===== src/sem_pkg.sv =====
`timescale 1ns / 1ps
// ----------------------------------------------------------------------------
// sem_pkg: shared types and constants for the rgb sobel edge magnitude block
// frame limits, kernel taps, state encodings and the result tag
// ----------------------------------------------------------------------------
package sem_pkg;

  localparam int MAX_WIDTH  = 1024;
  localparam int MAX_HEIGHT = 1024;

  localparam int COL_W   = $clog2(MAX_WIDTH);
  localparam int ROW_W   = (MAX_HEIGHT > 1) ? $clog2(MAX_HEIGHT) : 1;
  localparam int DIM_W   = 11;
  localparam int CH_W    = 8;
  localparam int PIX_W   = 3 * CH_W;
  localparam int COORD_W = 10;
  localparam int CFG_IDX_W = 2;
  localparam int GRAD_W  = 12;
  localparam int SUM_W   = 21;
  localparam int NUM_CH  = 3;
  localparam int TAPS    = 9;

  localparam logic [CFG_IDX_W-1:0] REG_FRAME_WIDTH  = CFG_IDX_W'(0);
  localparam logic [CFG_IDX_W-1:0] REG_FRAME_HEIGHT = CFG_IDX_W'(1);

  localparam int KERN_X [TAPS] = '{-1, 0, 1, -2, 0, 2, -1, 0, 1};
  localparam int KERN_Y [TAPS] = '{-1, -2, -1, 0, 0, 0, 1, 2, 1};

  localparam logic [CH_W-1:0] MAG_MAX = 8'd255;

  typedef enum logic [1:0] {ST_IDLE, ST_RD, ST_SEL, ST_RUN} top_st_t;
  typedef enum logic [1:0] {LN_IDLE, LN_SQ, LN_ITER, LN_DONE} lane_st_t;

  typedef struct packed {
    logic               done;
    logic [CH_W-1:0]    mag;
  } lane_res_t;

  typedef struct packed {
    logic [COORD_W-1:0] row;
    logic [COORD_W-1:0] col;
    logic               frame_done;
    logic               run_last;
  } res_tag_t;

  // zero counts as one, large values clip to the maximum
  function automatic int eff_dim(input logic [DIM_W-1:0] v, input int maxv);
    int res;
    if (v == '0) res = 1;
    else if (int'(v) > maxv) res = maxv;
    else res = int'(v);
    return res;
  endfunction

endpackage


===== src/sem_lane.sv =====
`timescale 1ns / 1ps
// ----------------------------------------------------------------------------
// sem_lane: one colour channel of the sobel magnitude
// gradients, sum of squares, then a bit-per-cycle rounded square root
// ----------------------------------------------------------------------------
module sem_lane import sem_pkg::*; (
  input  logic            clk,
  input  logic            rst_n,
  input  logic            start,
  input  logic [CH_W-1:0] px [TAPS],
  output lane_res_t       res
);

  lane_st_t                 state_r, state_nxt;
  logic signed [GRAD_W-1:0] gx_r, gy_r, gx_nxt, gy_nxt;
  logic [SUM_W-1:0]         s_r;
  logic [CH_W-1:0]          k_r;
  logic [2:0]               bit_r;
  logic [CH_W-1:0]          trial;
  logic [2*CH_W-1:0]        prod;
  logic [23:0]              sq_sum;
  logic [CH_W-1:0]          mag;

  always_comb begin
    gx_nxt = '0;
    gy_nxt = '0;
    for (int i = 0; i < TAPS; i++) begin
      gx_nxt = gx_nxt + GRAD_W'(KERN_X[i]) * $signed({4'b0, px[i]});
      gy_nxt = gy_nxt + GRAD_W'(KERN_Y[i]) * $signed({4'b0, px[i]});
    end
  end

  // squares taken at full width, sign extended first
  assign sq_sum = 24'(gx_r) * 24'(gx_r) + 24'(gy_r) * 24'(gy_r);

  // largest k with k*(k+1) below s, built msb first
  assign trial = k_r | (CH_W'(1) << bit_r);
  assign prod  = 16'(trial) * 16'({1'b0, trial} + 9'd1);

  always_comb begin
    if (s_r == '0) mag = '0;
    else if (k_r == MAG_MAX) mag = MAG_MAX;
    else mag = k_r + CH_W'(1);
  end

  always_comb begin
    state_nxt = state_r;
    unique case (state_r)
      LN_IDLE: if (start) state_nxt = LN_SQ;
      LN_SQ:   state_nxt = LN_ITER;
      LN_ITER: if (bit_r == 3'd0) state_nxt = LN_DONE;
      LN_DONE: if (start) state_nxt = LN_SQ;
      default: state_nxt = LN_IDLE;
    endcase
  end

  always_ff @(posedge clk) begin
    if (!rst_n) begin
      state_r <= LN_IDLE;
    end else begin
      state_r <= state_nxt;
    end
  end

  always_ff @(posedge clk) begin
    if (start) begin
      gx_r <= gx_nxt;
      gy_r <= gy_nxt;
    end
    if (state_r == LN_SQ) begin
      s_r   <= sq_sum[SUM_W-1:0];
      k_r   <= '0;
      bit_r <= 3'd7;
    end
    if (state_r == LN_ITER) begin
      if ({{(SUM_W-2*CH_W){1'b0}}, prod} < s_r) begin
        k_r <= trial;
      end
      bit_r <= bit_r - 3'd1;
    end
  end

  assign res.done = (state_r == LN_DONE);
  assign res.mag  = mag;

endmodule


===== config.mk =====
export PLATFORM = sky130hd
export DESIGN_NAME = sem_lane
export DESIGN_NICKNAME = d
export VERILOG_FILES = /design/src/sem_pkg.sv /design/src/sem_lane.sv
export SDC_FILE = /design/constraint.sdc
export NUM_CORES = 1
export LEC_CHECK = 0
export ABC_AREA = 0
export BUFFER_PORTS_ARGS = -buffer_cell sky130_fd_sc_hd__buf_2
export CORE_UTILIZATION = 63
export DETAILED_ROUTE_END_ITERATION = 6
export GPL_TIMING_DRIVEN = 0
export PLACE_DENSITY = 0.82
export SLEW_MARGIN = 20
export SYNTH_ARGS = -nofsm -noshare
export SYNTH_HDL_FRONTEND = slang
export SYNTH_SLANG_ARGS = --single-unit
export TNS_END_PERCENT = 5

===== constraint.sdc =====
create_clock -name clk -period 19.67 [get_ports clk]
set_clock_uncertainty 0.2 [all_clocks]
set_input_delay 0.9835 -clock clk [delete_from_list [all_inputs] [get_ports clk]]
set_output_delay 0.9835 -clock clk [all_outputs]
set_load 0.01 [all_outputs]

# Word-level counts from Yosys, hierarchy flattened
# Cells that the tools add are included.
dict set report classes {
  addsub 19
  multipliers 3
  order_cmp 1
  n_eq_ne 6
  shift 1
  mux 10
  bitwise 1
  reduce_logical 6
}
# op n
set op_table {}
lappend op_table {{adder 12 bit} 4}
lappend op_table {{adder 12 x 9 -> 12 bit} 4}
lappend op_table {{multiplier 12 x 12 -> 21 bit} 2}
lappend op_table {{2-to-1 mux 8 bit} 5}
lappend op_table {{negator 8 -> 12 bit} 3}
lappend op_table {{adder 12 x 10 -> 12 bit} 2}
lappend op_table {{negator 8 -> 11 bit} 2}
lappend op_table {{adder 21 bit} 1}
lappend op_table {{zero test 21 bit} 1}
lappend op_table {{less-than comparator 16 x 21 -> 1 bit} 1}
lappend op_table {{multiplier 8 x 9 -> 16 bit} 1}
lappend op_table {{adder 8 x 1 -> 9 bit (second input constant)} 1}
lappend op_table {{adder 8 x 1 -> 8 bit (second input constant)} 1}
lappend op_table {{equality test 8 bit (second input constant)} 1}
lappend op_table {{bitwise OR 8 bit} 1}
lappend op_table {{left shift 1 x 3 -> 8 bit (first input constant)} 1}
lappend op_table {{2-to-1 mux 3 bit} 2}
lappend op_table {{case mux 2 bit (3 select lines)} 1}
lappend op_table {{equality test 2 bit (second input constant)} 2}
lappend op_table {{2-to-1 mux 2 bit} 2}
lappend op_table {{zero test 3 bit} 1}
lappend op_table {{subtractor 3 x 1 -> 3 bit (second input constant)} 1}
lappend op_table {{equality test 2 x 1 -> 1 bit (second input constant)} 1}
lappend op_table {{zero test 2 bit} 1}
lappend op_table {{other kinds (5)} 5}
dict set report totals {
  register_bits 58
  input_bits 75
  output_inout_bits 9
  elab_cells 53
}

# Depth between registers and ports, before layout
dict set report logic_depth {
  depth_word 7
  depth_mapped 31
  mapped_depth_nobuf 30
}

# Worst setup path before layout
# Ideal clock, no wire load.
dict set report synth_timing {
  kind {flip-flop to flip-flop}
  start {register bit_r[0]}
  end {register k_r[6]}
  setup_ns 0.144
  arrival_ns 6.779
  t_required_ns 19.326
  path_slack_ns 12.547
  path_stages_with_launch 30
  path_buffers 1
  synth_period_minus_slack_ns 7.123
  cell_sequence {edfxtp_1 inv_1 ha_1 a21oi_1 clkbuf_1 inv_1 ha_1 nand2b_4 nand2b_1 ha_1 or2_2 fa_1 fa_1 inv_1 fa_1 inv_1 fa_1 inv_1 ha_1 o21ai_0 o311ai_0 o21ai_0 nor2b_1 xnor2_1 ha_1 nand4_1 nor2_1 o2111ai_1 o221ai_1 a31oi_1}
}
dict set report synth_via {
  elab_chain_len 7
}
# element line
set synth_rtl {}
lappend synth_rtl {{start: declaration} sem_lane.sv:18} ;# logic [2:0] bit_r;
lappend synth_rtl {{start signal: assignment} sem_lane.sv:79} ;# bit_r <= bit_r - 3'd1;
lappend synth_rtl {{left shift 1 x 3 -> 8 bit (*)} sem_lane.sv:37} ;# assign trial = k_r | (CH_W'(1) << bit_r);
lappend synth_rtl {{bitwise OR 8 bit (*)} sem_lane.sv:37}
lappend synth_rtl {{adder 8 x 1 -> 9 bit} sem_lane.sv:38} ;# assign prod = 16'(trial) * 16'({1'b0, trial} + 9'd1);
lappend synth_rtl {{multiplier 8 x 9 -> 16 bit} sem_lane.sv:38}
lappend synth_rtl {{less-than comparator 16 x 21 -> 1 bit} sem_lane.sv:76} ;# if ({{(SUM_W-2*CH_W){1'b0}}, prod} < s_r) begin
lappend synth_rtl {{2-to-1 mux 8 bit (*)} sem_lane.sv:76}
lappend synth_rtl {{2-to-1 mux 8 bit (*)} sem_lane.sv:75} ;# if (state_r == LN_ITER) begin
lappend synth_rtl {{end signal: assignment} sem_lane.sv:77} ;# k_r <= trial;
lappend synth_rtl {{end: declaration} sem_lane.sv:17} ;# logic [CH_W-1:0] k_r;
# Mark *: on every way between the ends. The rest lies on a longest branch, timed or not.
# A chain may end at the register's enable or synchronous reset.

# Worst setup path in the final report
dict set report layout_timing {
  start {register bit_r[0]}
  end {register k_r[0]}
}
# The elaborated chain is that of the path after synthesis.

==> metrics.txt <==
status finished, final reports clean; nets 2,369; first-pass GRT wire length 59,100 microns; WP data required 19.65 ns; Avg Cell Area, Syn 9.83 sq um; Cells after Synth 1,670; dpl hpwl 29,900 microns; core area 25,400 sq um; Initial Util 0.646; I/O Buffers 75; vias in the first global route 12,600; # Post-CTS Setup Buffers 0; Critical Path End Type register; commonest non-fill, non-tap cell in the layout inv_1; worst r2r src bit_r[0]; Worst Hold Class register to register; drt via density 5.34; final worst path period need 8.47 ns; RSZ-0062 raised after global routing no; Hold Buf Count CTS 0; DRT iter0 DRCs 567; period utilization 0.430; Routed WL 34,500 microns; number of fill cells 1,865; met2 usage in global routing 0.528; syn nets 2,283; endpoints failing setup 0; GRT overflow 0; Post-Syn Area 16,400 sq um; num rows 58; CP bufs+invs 6; CTS Sinks 58; post-synth cell types 53; Post-synth top flop edfxtp_1; GP Congestion 0.880; htree depth 3; ANT nets after route 0; Synth area leaders fa_1, ha_1, inv_1; DR vias 11,200; Crit-path slowest cell o221ai_1; Total Routing Usage GR 0.287; Final Max Slew Viols 0; CTS tree yes; Critical R2R Capture k_r[0]; Max Cap Viol 0; Die H 163 microns; cell family with most CP delay adder cells; Fmax 118 MHz; sequential-to-total area share from yosys stat 0.100; flop2flop setup slack 11.20 ns; WP data arrival 8.44 ns; Worst-path clk slew 0.06 ns; Post-synth EDFFs 48; Final Hold Viols 0; clk buf depth 2; worst slew pin tran 1.16 ns; hold endpoint k_r[3]; crit-path max cell delay 0.69 ns; GRT met1 Usage 0.333; die area 26,700 sq um; CP Max Fanout 10; WHS Path Cells 2; Slew HR 0.219; cts bufs inserted 9; largest net degree at the start of global routing 30; n_diodes 0; drt first pass iters 5; Clock Latency Late Sink 0.35 ns; Synth Warn # 0; Area Growth Syn to Fin 6.88%; Seq cells post-synth 58; commonest cells after routing, fill and taps aside inv_1, fa_1, ha_1, nor2_1, and2_1; met3 Use GR 0.0330; Root Driver clkbuf_16; IO Pins 84; worst reg2reg path depth 29; class of the most critical setup path register to register; share of async-settable or async-resettable flops after synthesis 0; area fraction of the dominant cell type after synthesis 0.422; CTS-repair resized insts 0; initial antenna violation count 0; cell taking the most area after synthesis fa_1; Critical Path Start Type register; min-delay src k_r[3]; drt drc 0; gr busiest metal met2; Die Width 163 microns; Wirelength per Cell 16.5 microns; Fin Setup TNS 0 ns; layout cell share with drive strength beyond 1 0.0676
-- kinds of logic (layout without fill, tap and decap cells) --
group	after synthesis	in the layout	share of synthesized area
adder cells (fa/ha/maj)	538	538	0.568
XOR/XNOR	108	108	0.0576
AO/OA/AOI/OAI	125	125	0.0482
flip-flops	58	58	0.100
buffers and inverters	485	575	0.112
multiplexers	10	10	0.00678
AND/OR/NAND/NOR	346	346	0.107
-- per-stage QoR --
stage | cells | hold slack (ns) | setup slack, ns | cell area [sq um] | utilization
floorplan | 1670 | 0.305 | 12.55 | 16400 | -
global placement | 2075 | 0.351 | 11.49 | 17200 | 0.677
detailed placement | 2075 | 0.368 | 11.36 | 17200 | 0.678
CTS | 2090 | 0.376 | 11.27 | 17500 | 0.691
global route | 2090 | 0.400 | 10.83 | 17500 | 0.691
finish | 2090 | 0.377 | 11.20 | 17500 | 0.691
-- routing by layer --
metal,vias to the layer above,share of wire
met3,96,0.039
li1,5193,-
met5,-,0
met1,5589,0.39
met4,0,0.044
met2,292,0.53
-- worst max-delay path by stage --
stage,endpoint,from,cells past startpoint,slack (ns)
finish,k_r[0],bit_r[0],29,11.20
floorplan,k_r[6],bit_r[0],29,12.55
global placement,k_r[6],bit_r[0],29,11.49
detailed placement,k_r[0],bit_r[0],29,11.36
CTS,k_r[0],bit_r[0],29,11.27
global route,k_r[6],bit_r[0],29,10.83
-- synth_stat cells (4+ instances only) --
master      n
nor2_1     89
mux2_2      9
xnor2_1    77
nor3_1     13
or2_2       9
o21ai_0    24
or3_1       7
a21oi_1    40
a21o_1     16
clkbuf_1   29
nand3_1     4
and2_1     85
and3_1      4
xor2_1     31
fa_1      346
a211oi_1    7
nand2b_1   20
nand4_1     5
ha_1      192
dfxtp_1    10
a31oi_1     9
nor4_1      5
inv_1     448
nor2b_1    15
o21a_1      8
edfxtp_1   48
nand2_1    80
-- flip-flops by register name, summed over array words and instances, names as in the netlist --
signal   flops
gx_r        12
s_r         21
bit_r        3
gy_r        12
state_r      2
k_r          8
-- cell type report --
cell class / count / area (sq um) / area share
multi-input combinational: 1127 / 12900 / 0.738
inverter: 450 / 1700 / 0.0966
sequential: 58 / 1640 / 0.0936
tap: 330 / 413 / 0.0235
timing repair buffer: 75 / 375 / 0.0214
clock buffer: 9 / 225 / 0.0128
buffer: 35 / 148 / 0.00842
clock inverter: 6 / 106 / 0.00606
-- tightest hold or removal path, cell delays in order (launching register included) --
cell and delay, ns:
dfxtp_1 0.35, nand2b_1 0.10, a31oi_1 0.08
Power is not shown: default switching activity piles up to over one toggle a cycle in this logic, so the estimate is an artifact.
